--- config.mk ---
export PLATFORM = sky130hd
export DESIGN_NAME = horspool_substring_search_top
export DESIGN_NICKNAME = d
export VERILOG_FILES = /design/src/sv/hss_pkg.sv /design/src/sv/horspool_substring_search_top.sv /design/src/sv/hss_cfg_regs.sv /design/src/sv/hss_skip_table.sv /design/src/sv/hss_matcher.sv
export SDC_FILE = /design/constraint.sdc
export NUM_CORES = 2
export LEC_CHECK = 0
export BUFFER_PORTS_ARGS = -buffer_cell sky130_fd_sc_hd__buf_2
export CELL_PAD_IN_SITES_DETAIL_PLACEMENT = 1
export CELL_PAD_IN_SITES_GLOBAL_PLACEMENT = 2
export CORE_UTILIZATION = 40
export CTS_CLUSTER_DIAMETER = 40
export CTS_CLUSTER_SIZE = 10
export DETAILED_ROUTE_END_ITERATION = 12
export PLACE_DENSITY = 0.74
export SYNTH_ARGS = -nofsm -noshare
export SYNTH_HDL_FRONTEND = slang
export SYNTH_SLANG_ARGS = --single-unit
--- constraint.sdc ---
create_clock -name clk_i -period 27 [get_ports clk_i]
set_clock_uncertainty 0.05 [all_clocks]
set_input_delay 1.35 -clock clk_i [delete_from_list [all_inputs] [get_ports clk_i]]
set_output_delay 1.35 -clock clk_i [all_outputs]
set_load 0.02 [all_outputs]
--- src/sv/hss_pkg.sv ---
// Package with constants, register codes and shared types of the substring search block.
package hss_pkg;

  localparam int unsigned MAX_PATTERN   = 32;
  localparam int unsigned ALPHABET_SIZE = 256;
  localparam int unsigned MAX_TEXT      = 65536;

  localparam int unsigned BYTE_W    = 8;
  localparam int unsigned LEN_W     = 6;
  localparam int unsigned START_W   = 16;
  localparam int unsigned DATA_W    = 64;
  localparam int unsigned NUM_REGS  = 5;
  localparam int unsigned PAT_REGS  = 4;
  localparam int unsigned PAT_BYTES = PAT_REGS * DATA_W / BYTE_W;
  localparam int unsigned ADDR_W    = $clog2(8 * NUM_REGS);
  localparam int unsigned IDX_W     = ADDR_W - 3;
  localparam int unsigned TAB_AW    = $clog2(ALPHABET_SIZE);
  // Positions and alignment ends reach MAX_TEXT plus one pattern length.
  localparam int unsigned POS_W     = $clog2(MAX_TEXT + MAX_PATTERN);

  typedef enum logic [IDX_W-1:0] {
    REG_LENGTH    = IDX_W'(0),
    REG_PATTERN_0 = IDX_W'(1),
    REG_PATTERN_1 = IDX_W'(2),
    REG_PATTERN_2 = IDX_W'(3),
    REG_PATTERN_3 = IDX_W'(4)
  } hss_reg_e;

  typedef enum logic {
    SWEEP_IDLE,
    SWEEP_RUN
  } hss_sweep_e;

  // Configuration as seen by the datapath.
  typedef struct packed {
    logic [PAT_BYTES-1:0][BYTE_W-1:0] pattern;
    logic [LEN_W-1:0]                 len;
    logic                             restart;
  } hss_cfg_t;

endpackage

--- src/sv/horspool_substring_search_top.sv ---
// Top level of the streaming Boyer-Moore-Horspool substring search block.
//
// The text channel carries one word per byte: text_byte_i and last_byte_i,
// the latter marking the final byte of a text. The result channel carries one
// word per text: found_o, match_start_o and text_too_long_o. Both channels
// use valid and ready. The pattern is set through the APB-style port.
// A result is registered and shows in the cycle after the byte that decides it.
// Bytes are taken at one per cycle while no rebuild runs and no result is
// stalled; the skip lookup uses the registered read of the skip memory and is
// forwarded into the next alignment compare. Each write to the length or a
// pattern register starts a rebuild of the skip memory, one entry per cycle
// through its single write port; no text byte is taken meanwhile, and the current text is abandoned.
// After reset the pattern is empty, so every text matches at offset 0 on its
// first byte, and no rebuild runs. While the receiver stalls a pending
// result, no further text byte is taken.
module horspool_substring_search_top
  import hss_pkg::*;
(
  input  logic               clk_i,
  input  logic               rst_ni,
  input  logic               psel,
  input  logic               penable,
  input  logic               pwrite,
  input  logic [ADDR_W-1:0]  paddr,
  input  logic [DATA_W-1:0]  pwdata,
  output logic [DATA_W-1:0]  prdata,
  output logic               pready,
  input  logic               text_valid_i,
  output logic               text_ready_o,
  input  logic [BYTE_W-1:0]  text_byte_i,
  input  logic               last_byte_i,
  output logic               result_valid_o,
  input  logic               result_ready_i,
  output logic               found_o,
  output logic [START_W-1:0] match_start_o,
  output logic               text_too_long_o
);

  hss_cfg_t          cfg;
  logic              tab_busy;
  logic              skip_rd_en;
  logic [TAB_AW-1:0] skip_rd_addr;
  logic [LEN_W-1:0]  skip_rd_data;

  hss_cfg_regs u_cfg_regs (
    .clk_i   (clk_i),
    .rst_ni  (rst_ni),
    .psel    (psel),
    .penable (penable),
    .pwrite  (pwrite),
    .paddr   (paddr),
    .pwdata  (pwdata),
    .prdata  (prdata),
    .pready  (pready),
    .cfg_o   (cfg)
  );

  hss_skip_table u_skip_table (
    .clk_i     (clk_i),
    .rst_ni    (rst_ni),
    .cfg_i     (cfg),
    .rd_en_i   (skip_rd_en),
    .rd_addr_i (skip_rd_addr),
    .rd_data_o (skip_rd_data),
    .busy_o    (tab_busy)
  );

  hss_matcher u_matcher (
    .clk_i           (clk_i),
    .rst_ni          (rst_ni),
    .cfg_i           (cfg),
    .busy_i          (tab_busy),
    .text_valid_i    (text_valid_i),
    .text_ready_o    (text_ready_o),
    .text_byte_i     (text_byte_i),
    .last_byte_i     (last_byte_i),
    .result_valid_o  (result_valid_o),
    .result_ready_i  (result_ready_i),
    .found_o         (found_o),
    .match_start_o   (match_start_o),
    .text_too_long_o (text_too_long_o),
    .skip_rd_en_o    (skip_rd_en),
    .skip_rd_addr_o  (skip_rd_addr),
    .skip_rd_data_i  (skip_rd_data)
  );

endmodule

--- src/sv/hss_cfg_regs.sv ---
// Configuration register file with its APB-style access port.
module hss_cfg_regs
  import hss_pkg::*;
(
  input  logic              clk_i,
  input  logic              rst_ni,
  input  logic              psel,
  input  logic              penable,
  input  logic              pwrite,
  input  logic [ADDR_W-1:0] paddr,
  input  logic [DATA_W-1:0] pwdata,
  output logic [DATA_W-1:0] prdata,
  output logic              pready,
  output hss_cfg_t          cfg_o
);

  logic [LEN_W-1:0]               len_q, len_d;
  logic [PAT_REGS-1:0][DATA_W-1:0] pat_q, pat_d;
  logic                           restart_q, restart_d;
  logic [IDX_W-1:0]               idx;
  logic                           wr_en;

  assign pready = 1'b1;
  assign idx    = paddr[ADDR_W-1:3];
  assign wr_en  = psel & penable & pwrite;

  // Register writes; a write to a known register restarts the search.
  always_comb begin
    len_d     = len_q;
    pat_d     = pat_q;
    restart_d = 1'b0;
    if (wr_en) begin
      case (hss_reg_e'(idx))
        REG_LENGTH: begin
          len_d     = pwdata[LEN_W-1:0];
          restart_d = 1'b1;
        end
        REG_PATTERN_0: begin
          pat_d[0]  = pwdata;
          restart_d = 1'b1;
        end
        REG_PATTERN_1: begin
          pat_d[1]  = pwdata;
          restart_d = 1'b1;
        end
        REG_PATTERN_2: begin
          pat_d[2]  = pwdata;
          restart_d = 1'b1;
        end
        REG_PATTERN_3: begin
          pat_d[3]  = pwdata;
          restart_d = 1'b1;
        end
        default: begin
          restart_d = 1'b0;
        end
      endcase
    end
  end

  always_ff @(posedge clk_i or negedge rst_ni) begin
    if (!rst_ni) begin
      len_q     <= '0;
      pat_q     <= '0;
      restart_q <= 1'b0;
    end else begin
      len_q     <= len_d;
      pat_q     <= pat_d;
      restart_q <= restart_d;
    end
  end

  // Read data.
  always_comb begin
    case (hss_reg_e'(idx))
      REG_LENGTH:    prdata = DATA_W'(len_q);
      REG_PATTERN_0: prdata = pat_q[0];
      REG_PATTERN_1: prdata = pat_q[1];
      REG_PATTERN_2: prdata = pat_q[2];
      REG_PATTERN_3: prdata = pat_q[3];
      default:       prdata = '0;
    endcase
  end

  // The restart pulse trails the write so that it sees the new values.
  assign cfg_o.pattern = pat_q;
  assign cfg_o.len     = (len_q > LEN_W'(MAX_PATTERN)) ? LEN_W'(MAX_PATTERN) : len_q;
  assign cfg_o.restart = restart_q;

endmodule

--- src/sv/hss_skip_table.sv ---
// Bad-character skip memory with its rebuild sweep.
module hss_skip_table
  import hss_pkg::*;
(
  input  logic              clk_i,
  input  logic              rst_ni,
  input  hss_cfg_t          cfg_i,
  input  logic              rd_en_i,
  input  logic [TAB_AW-1:0] rd_addr_i,
  output logic [LEN_W-1:0]  rd_data_o,
  output logic              busy_o
);

  logic [LEN_W-1:0]  skip_mem_q [ALPHABET_SIZE];
  logic [LEN_W-1:0]  rd_data_q;
  hss_sweep_e        state_q, state_d;
  logic [TAB_AW-1:0] cnt_q, cnt_d;
  logic              wr_en;
  logic [LEN_W-1:0]  wr_data;

  // Sweep control: one entry per cycle after every configuration change.
  always_comb begin
    state_d = state_q;
    cnt_d   = cnt_q;
    wr_en   = 1'b0;
    case (state_q)
      SWEEP_IDLE: begin
        if (cfg_i.restart) begin
          state_d = SWEEP_RUN;
          cnt_d   = '0;
        end
      end
      SWEEP_RUN: begin
        wr_en = 1'b1;
        cnt_d = cnt_q + TAB_AW'(1);
        if (cfg_i.restart) begin
          cnt_d = '0;
        end else if (cnt_q == TAB_AW'(ALPHABET_SIZE - 1)) begin
          state_d = SWEEP_IDLE;
        end
      end
      default: begin
        state_d = SWEEP_IDLE;
      end
    endcase
  end

  always_ff @(posedge clk_i or negedge rst_ni) begin
    if (!rst_ni) begin
      state_q <= SWEEP_IDLE;
      cnt_q   <= '0;
    end else begin
      state_q <= state_d;
      cnt_q   <= cnt_d;
    end
  end

  // Skip of the swept byte: distance from its last occurrence before the final
  // pattern byte to the pattern end, or the pattern length if it does not occur.
  always_comb begin
    wr_data = cfg_i.len;
    for (int i = 0; i < MAX_PATTERN - 1; i++) begin
      if ((LEN_W'(i) + LEN_W'(1) < cfg_i.len) && (cfg_i.pattern[i] == cnt_q)) begin
        wr_data = cfg_i.len - LEN_W'(i) - LEN_W'(1);
      end
    end
  end

  // Single write port for the sweep, registered read port for lookups.
  always_ff @(posedge clk_i) begin
    if (wr_en) begin
      skip_mem_q[cnt_q] <= wr_data;
    end
    if (rd_en_i) begin
      rd_data_q <= skip_mem_q[rd_addr_i];
    end
  end

  assign rd_data_o = rd_data_q;
  assign busy_o    = (state_q == SWEEP_RUN);

endmodule

--- src/sv/hss_matcher.sv ---
// Text window, alignment tracking, compare and result register.
module hss_matcher
  import hss_pkg::*;
(
  input  logic               clk_i,
  input  logic               rst_ni,
  input  hss_cfg_t           cfg_i,
  input  logic               busy_i,
  input  logic               text_valid_i,
  output logic               text_ready_o,
  input  logic [BYTE_W-1:0]  text_byte_i,
  input  logic               last_byte_i,
  output logic               result_valid_o,
  input  logic               result_ready_i,
  output logic               found_o,
  output logic [START_W-1:0] match_start_o,
  output logic               text_too_long_o,
  output logic               skip_rd_en_o,
  output logic [TAB_AW-1:0]  skip_rd_addr_o,
  input  logic [LEN_W-1:0]   skip_rd_data_i
);

  logic [MAX_PATTERN-1:0][BYTE_W-1:0] window_q, window_d, window_sh;
  logic [POS_W-1:0]   pos_q, pos_d;
  logic [POS_W-1:0]   end_q, end_d, end_eff;
  logic [POS_W-1:0]   pend_pos_q, pend_pos_d;
  logic               pend_q, pend_d;
  logic               given_q, given_d;
  logic               out_valid_q, out_valid_d;
  logic               out_found_q, out_found_d;
  logic [START_W-1:0] out_start_q, out_start_d;
  logic               out_long_q, out_long_d;
  logic               accept;
  logic               eq;
  logic               hit;
  logic               restart_text;
  logic [LEN_W-1:0]   m_minus1;
  logic [POS_W-1:0]   start_pos;

  assign text_ready_o   = ~busy_i & ~cfg_i.restart & (~out_valid_q | result_ready_i);
  assign accept         = text_valid_i & text_ready_o;
  assign skip_rd_en_o   = accept;
  assign skip_rd_addr_o = text_byte_i;
  assign m_minus1       = cfg_i.len - LEN_W'(1);
  assign start_pos      = pos_q - POS_W'(m_minus1);

  // Slot j holds the byte that lines up with pattern byte j; new bytes enter
  // at the slot of the final pattern byte and move toward slot 0.
  always_comb begin
    window_sh = {window_q[0], window_q[MAX_PATTERN-1:1]};
    for (int k = 0; k < MAX_PATTERN; k++) begin
      if (LEN_W'(k) == m_minus1) begin
        window_sh[k] = text_byte_i;
      end
    end
  end

  // Parallel compare of the aligned window with the pattern.
  always_comb begin
    eq = 1'b1;
    for (int j = 0; j < MAX_PATTERN; j++) begin
      if ((LEN_W'(j) < cfg_i.len) && (window_sh[j] != cfg_i.pattern[j])) begin
        eq = 1'b0;
      end
    end
  end

  // A skip looked up in the previous cycle is forwarded into the alignment end.
  assign end_eff = pend_q ? (pend_pos_q + POS_W'(skip_rd_data_i)) : end_q;

  // Per-byte search step.
  always_comb begin
    window_d     = window_q;
    pos_d        = pos_q;
    end_d        = end_eff;
    pend_d       = 1'b0;
    pend_pos_d   = pend_pos_q;
    given_d      = given_q;
    hit          = 1'b0;
    restart_text = 1'b0;
    out_valid_d  = out_valid_q & ~result_ready_i;
    out_found_d  = out_found_q;
    out_start_d  = out_start_q;
    out_long_d   = out_long_q;

    if (cfg_i.restart) begin
      restart_text = 1'b1;
    end else if (accept) begin
      if (given_q) begin
        restart_text = last_byte_i;
      end else if (pos_q >= POS_W'(MAX_TEXT)) begin
        // Overlong text: only the final byte gives a result.
        if (last_byte_i) begin
          out_valid_d  = 1'b1;
          out_found_d  = 1'b0;
          out_start_d  = '0;
          out_long_d   = 1'b1;
          restart_text = 1'b1;
        end
      end else begin
        window_d = window_sh;
        pos_d    = pos_q + POS_W'(1);
        if (cfg_i.len == '0) begin
          hit = 1'b1;
        end else if (pos_q == end_eff) begin
          if (eq) begin
            hit = 1'b1;
          end else begin
            pend_d     = 1'b1;
            pend_pos_d = pos_q;
          end
        end
        if (hit) begin
          out_valid_d = 1'b1;
          out_found_d = 1'b1;
          out_start_d = (cfg_i.len == '0) ? '0 : start_pos[START_W-1:0];
          out_long_d  = 1'b0;
          if (last_byte_i) begin
            restart_text = 1'b1;
          end else begin
            given_d = 1'b1;
          end
        end else if (last_byte_i) begin
          out_valid_d  = 1'b1;
          out_found_d  = 1'b0;
          out_start_d  = '0;
          out_long_d   = 1'b0;
          restart_text = 1'b1;
        end
      end
    end

    if (restart_text) begin
      pos_d   = '0;
      end_d   = (cfg_i.len == '0) ? '0 : POS_W'(m_minus1);
      given_d = 1'b0;
      pend_d  = 1'b0;
    end
  end

  always_ff @(posedge clk_i or negedge rst_ni) begin
    if (!rst_ni) begin
      pos_q       <= '0;
      end_q       <= '0;
      pend_q      <= 1'b0;
      given_q     <= 1'b0;
      out_valid_q <= 1'b0;
    end else begin
      pos_q       <= pos_d;
      end_q       <= end_d;
      pend_q      <= pend_d;
      given_q     <= given_d;
      out_valid_q <= out_valid_d;
    end
  end

  // Payload registers.
  always_ff @(posedge clk_i) begin
    window_q    <= window_d;
    pend_pos_q  <= pend_pos_d;
    out_found_q <= out_found_d;
    out_start_q <= out_start_d;
    out_long_q  <= out_long_d;
  end

  assign result_valid_o  = out_valid_q;
  assign found_o         = out_found_q;
  assign match_start_o   = out_start_q;
  assign text_too_long_o = out_long_q;

endmodule

# ---- Yosys cells after proc, flatten, opt, wreduce, memory -nomap -nowiden
# Memory sizes are Yosys's and may differ from the RTL's. A register that Yosys moved wholly into a read port is not among the register bits.
# Index checks and enable logic that the tools add are counted.
dict set report word_totals {
  in_bits 86
  regBits 600
  output_inout_bits 85
  n_memories 1
  ram_bits 1536
}
dict set report op_classes {
  n_addsub 64
  mux 160
  eq_ne 105
  bitwise 15
  reduce_logical 80
  n_lt_le_gt_ge 34
}
# memory depth width rd rd_clocked_by_memory_dff write_ports line_no
set memory_table {}
lappend memory_table {u_skip_table.skip_mem_q 256 6 1 1 1 hss_skip_table.sv:14} ;# logic [LEN_W-1:0] skip_mem_q [ALPHABET_SIZE];
# operator count
set ops {}
lappend ops {{64-bit one-hot mux with 5 select lines} 1}
lappend ops {{8-bit 2-to-1 mux} 34}
lappend ops {{8-bit != test} 32}
lappend ops {{8-bit equality test} 31}
lappend ops {{6-bit 2-to-1 mux} 33}
lappend ops {{6-bit by 1-bit subtractor with 6-bit output, second input constant} 31}
lappend ops {{17-bit 2-to-1 mux} 7}
lappend ops {{5-bit by 6-bit equality test with 1-bit output, first input constant} 16}
lappend ops {{5-bit by 6-bit less-than comparator with 1-bit output, first input constant} 16}
lappend ops {{6-bit by 5-bit subtractor with 6-bit output, second input constant} 15}
lappend ops {{1-bit 2-to-1 mux} 79}
lappend ops {{16-bit 2-to-1 mux} 4}
lappend ops {{1-bit logical AND} 63}
lappend ops {{4-bit by 6-bit equality test with 1-bit output, first input constant} 8}
lappend ops {{4-bit by 6-bit less-than comparator with 1-bit output, first input constant} 8}
lappend ops {{6-bit by 4-bit subtractor with 6-bit output, second input constant} 8}
lappend ops {{3-bit by 6-bit equality test with 1-bit output, first input constant} 4}
lappend ops {{3-bit by 6-bit less-than comparator with 1-bit output, first input constant} 4}
lappend ops {{6-bit by 3-bit subtractor with 6-bit output, second input constant} 4}
lappend ops {{17-bit by 1-bit adder with 17-bit output, second input constant} 1}
lappend ops {{17-bit by 6-bit adder with 17-bit output} 1}
lappend ops {{17-bit equality test} 1}
lappend ops {{17-bit >= comparator, second input constant} 1}
lappend ops {{8-bit one-hot mux with 2 select lines} 1}
lappend ops {{27 further kinds} 55}

# ---- Longest topological paths before layout
dict set report depth {
  ltp_word 52
  ltp_mapped 24
}

# ---- Modules after synthesis
# From an unflattened synthesis, not the netlist that was laid out.
dict set report unflattened {
  hier_cells 6474
  area_unflattened_um2 99832.0
}
# mod cells_per_inst area_each_um2 n_inst seq_area_each_um2
set by_module_without_submodules {}
lappend by_module_without_submodules {hss_skip_table 3533 66791.6 1 46529.6}
lappend by_module_without_submodules {hss_matcher 2124 21069.0 1 9664.3}
lappend by_module_without_submodules {hss_cfg_regs 817 11971.5 1 6581.3}

# ---- Worst setup path before layout
# Ideal clock, no wire load.
dict set report synth_timing {
  path_kind {input to register}
  from {input port result_ready_i}
  to {register u_matcher.pend_pos_q[0] (enable)}
  required_time_ps 26572
  setup_slack_ps 4526
  stages 5
  arrival_ps 22046
  setup_ps 378
  path_cell_list {nor2_1 -> nor3_1 -> nand2_1 -> nor3_1 -> and3b_1}
}
dict set report synth_via {
  elab_chain_len 4
}
# element line_no
set synth_lines {}
lappend synth_lines {{start, declared} horspool_substring_search_top.sv:33} ;# input logic result_ready_i,
lappend synth_lines {{1-bit OR} hss_matcher.sv:40} ;# assign text_ready_o = ~busy_i & ~cfg_i.restart & (~out_valid_q | result_ready_i);
lappend synth_lines {{1-bit AND} hss_matcher.sv:40}
lappend synth_lines {{named net text_ready_o} horspool_substring_search_top.sv:29} ;# output logic text_ready_o,
lappend synth_lines {{1-bit AND} hss_matcher.sv:41} ;# assign accept = text_valid_i & text_ready_o;
lappend synth_lines {{7-bit AND reduction (no line)} -}
lappend synth_lines {{end signal, assigned} hss_matcher.sv:160} ;# pend_pos_q <= pend_pos_d;
lappend synth_lines {{end, declared} hss_matcher.sv:26} ;# logic [POS_W-1:0] pend_pos_q, pend_pos_d;
# The timed path passes the listed nets, and every way through them passes these cells.
# A chain may end at the register's enable or synchronous reset.

# ---- Final worst setup path
dict set report layout_timing {
  from {register u_cfg_regs.len_q[5]}
  to {memory u_skip_table.skip_mem_q[253][3] (data pin)}
}
dict set report layout_via {
  elab_chain_len 35
  elab_cells_between_ends 155
}
# element line_no
set layout_lines {}
lappend layout_lines {{start, declared} hss_cfg_regs.sv:17} ;# logic [LEN_W-1:0] len_q, len_d;
lappend layout_lines {{start signal, assigned} hss_cfg_regs.sv:67} ;# len_q <= len_d;
lappend layout_lines {{6-bit > comparator} hss_cfg_regs.sv:87} ;# assign cfg_o.len = (len_q > LEN_W'(MAX_PATTERN)) ? LEN_W'(MAX_PATTERN) : len_q;
lappend layout_lines {{6-bit 2-to-1 mux (*)} hss_cfg_regs.sv:87}
lappend layout_lines {{parallel branches: the longest is 32 deep, another holds 6-bit by 1-bit subtractor with 6-bit output} -}
lappend layout_lines {{6-bit 2-to-1 mux (*)} hss_skip_table.sv:63} ;# if ((LEN_W'(i) + LEN_W'(1) < cfg_i.len) && (cfg_i.pattern[i] == cnt_q)) begin
lappend layout_lines {{named net u_skip_table.wr_data[3]} hss_skip_table.sv:19} ;# logic [LEN_W-1:0] wr_data;
lappend layout_lines {{end, declared} hss_skip_table.sv:14}
# Mark *: on every way through the listed nets, which the timed path passes.

==> run summary <==
Setup bufs post-CTS = 0
Crit end category = flop
Detailed placer's ending HPWL = 228000 microns
DR vias = 62800
Bufs on Longest Clock Path = 4
Pre-CTS WS = 18630 ps
Pre-antenna DRT Iters = 6
CP top delay family = buffers and inverters
Die ar. = 249000 sq um
Syn Nets = 6683
Clock Tree Root = clkbuf_16
CP Class = reg2reg
Distinct cell type count after synthesis = 101
DRC viols = 0
Synth Area per Inst = 15.1 sq um
Total detailed-routing wirelength = 343000 microns
Post-synth top flop = edfxtp_1
WP data required = 27510 ps
Fmax = 117 MHz
Wire per inst = 33.4 microns
Vias in the first global route = 64100
Gpl congestion = 0.952
CTS resizes = 0
Core Rows = 182
Placed cell count = 9629
EDFF count, synth = 1833
Grt met2 use = 0.433
Max-Cap Viols = 0
Post-route minimum period = 8520 ps
CP max stage delay = 900 ps
Pleak = 39.5 nW
Sink Count = 2142
Number of setup violations in the final report = 0
Chip Width = 499 microns
Startpoint Class = flop
YS warnings = 0
Worst path bufs/invs = 5
CTS Hold Bufs = 0
Mapped Cells = 6555
Seq cells post-synth = 2142
Met1 GRT Util = 0.363
Layer with the highest usage = met2
Remaining Overflow, GRT = 0
Final hold violations = 0
Share of layout cells above drive strength 1 = 0.250
Critical Path, Cell by Cell = nor2b_1 -> buf_4 -> inv_2 -> ha_1 -> nor2b_1 -> o21ai_0 -> a211oi_1 -> nor2_1 -> o311ai_0 -> a21boi_0 -> xnor2_1 -> o21ai_0 -> nand3_1 -> a31o_2 -> a21oi_1 -> nor4_2 -> buf_4 -> buf_4 -> buf_4
# H-tree levels = 5
Synthesized area = 98700 sq um
Die Ht = 499 microns
Inserted Clock Buffers = 361
Initial antenna violation count = 28
Status = finished, final reports clean
Max IR drop VDD = 0.196 mV
Met3 Track Usage GR = 0.0466
# nets final = 6900
Clk slew on worst S/H paths = 50 ps
Critical Path Fanout Max = 99
Pwr dens = 103 nW/um^2
Worst EP arrival = 9030 ps
IO buf count = 166
Vias per cell = 6.11
Core ar. = 246000 sq um
Most numerous cell on the critical path = buf_4
Sequential area share after synthesis = 0.636
Routed Antenna Nets = 0
Skew-Pair Late Insertion Delay = 1020 ps
RSZ-0062 raised after global routing = no
Max Slew Vio Count = 0
Area grow syn2layout = 16.5%
Finished Layout Cells = 10300
Total negative slack = 0 ps
Largest net degree at the start of global routing = 209
TritonCTS clock tree = done
First-pass GRT wire length = 485000 microns
Initial Util = 0.402
Post-synth ARST share = 0.144
Final WS setup = 18480 ps
Max-slew headroom = 0.163
Final period util = 0.316
Number of I/O pins = 171
Worst-margin pin slew = 1260 ps
Worst path slowest cell = buf_4
DR iter-0 viols = 6973
Hold Crit Class = in2async
GRT Util Overall = 0.272
## flip-flops by register name, indices dropped and copies added, names as in the netlist, 6 cells and up
| signal | cells |
|---|---|
| u_skip_table.skip_mem_q | 1536 |
| u_cfg_regs.cfg_o | 256 |
| u_matcher.window_q | 256 |
| u_matcher.end_q | 17 |
| u_matcher.pend_pos_q | 17 |
| u_matcher.pos_q | 17 |
| u_matcher.match_start_o | 16 |
| u_skip_table.cnt_q | 8 |
| u_cfg_regs.len_q | 6 |
| u_skip_table.rd_data_o | 6 |
## power by group
group / switching [mW] / total, mW / leakage, nW / internal [mW]
clock: 1.60 / 4.47 / 5.72 / 2.87
sequential: 0.204 / 4.84 / 20.5 / 4.64
combinational: 1.92 / 2.52 / 13.3 / 0.597
total: 3.73 / 11.8 / 39.5 / 8.10
## cell usage after synthesis (all sizes together) (120+ instances only)
cell,instances,area share
edfxtp,1833,0.56
mux4,510,0.12
nand2,429,0.016
nor2,399,0.015
clkbuf,349,0.013
xnor2,348,0.031
o21ai,316,0.016
dfrtp,309,0.078
mux2,289,0.033
xor2,248,0.022
inv,164,0.0063
a22oi,138,0.010
a21oi,124,0.0064
buf,120,0.0052
## stage by stage
| step | instance area (sq um) | power (mW) | hold slack [ps] | util |
|---|---|---|---|---|
| floorplan | 98700 | 6.48 | 373 | - |
| finish | 115000 | 11.8 | 289 | 0.468 |
| global route | 115000 | 12.2 | 291 | 0.468 |
| detailed placement | 103000 | 7.39 | 487 | 0.420 |
| global placement | 103000 | 7.27 | 467 | 0.420 |
| CTS | 115000 | 11.9 | 263 | 0.468 |
## placed cells by master, fill, tap and decap left out, types with 39 or more instances in the layout
cell	count
clkinv_1	46
mux4_2	510
xnor2_1	347
a21oi_1	122
mux2_2	285
a22oi_1	138
nor2_1	394
buf_2	161
xor2_1	248
dfrtp_1	300
nand3_1	88
edfxtp_1	1833
ha_1	40
inv_1	158
a211oi_1	39
nand4_1	92
o22ai_1	56
o21ai_0	309
buf_4	154
nand2_1	427
clkbuf_16	368
clkbuf_1	39
clkinv_2	53
nor3_1	67
nor4_1	67
## worst paths after layout
kind	from	to	slack, ps	depth (start not counted)
min	rst_ni	u_matcher.pos_q[1]	290	1
max in group asynchronous	rst_ni	u_cfg_regs.len_q[5]	23600	4
max reg2reg	u_cfg_regs.len_q[5]	u_skip_table.skip_mem_q[253][3]	18480	19
max	u_cfg_regs.len_q[5]	u_skip_table.skip_mem_q[253][3]	18480	19
min reg2reg	u_matcher.result_valid_o	u_matcher.result_valid_o	500	2
min in group clk_i	u_matcher.result_valid_o	u_matcher.result_valid_o	500	2
## logic make-up (layout without fill, tap and decap cells)
kind of cell / count (synthesis) / after routing / share of synthesized area
AOI/OAI and AO/OA: 955 / 955 / 0.0642
adders and majority gates: 43 / 43 / 0.00558
buffers and inverters: 638 / 1113 / 0.0250
DFF: 2142 / 2142 / 0.636
muxes: 830 / 830 / 0.152
and+or+nand+nor: 1350 / 1350 / 0.0640
other: 1 / 16 / 0.0000380
xor gates and xnor gates: 596 / 596 / 0.0529
## metal layers
metal	wire, microns	vias to the layer above
li1	-	25900
met1	138000	33100
met2	161000	2960
met3	26100	780
met4	17700	2
met5	12	-
## layout make-up
class | count | area (sq um)
Inverter | 169 | 647
Clock inverter | 202 | 2200
Timing Repair Buffer | 323 | 2100
Antenna cell | 15 | 37.5
Tap cell | 3220 | 4030
Sequential cell | 2142 | 62800
Multi-Input combinational cell | 3775 | 33700
Clock buffer | 419 | 9520
Fill cell | 23700 | 131000
## worst reg2reg max path, stage by stage (launching register included)
cell      delay, ps
dfrtp_2         670
nor2b_1         130
buf_4           240
inv_2           330
ha_1            800
nor2b_1         390
o21ai_0         260
a211oi_1        870
nor2_1          250
o311ai_0        430
a21boi_0        290
xnor2_1         140
o21ai_0          90
nand3_1         100
a31o_2          170
a21oi_1         100
nor4_2          270
buf_4           670
buf_4           890
buf_4          1000
No activity file was read; power rests on OpenSTA's default activity.
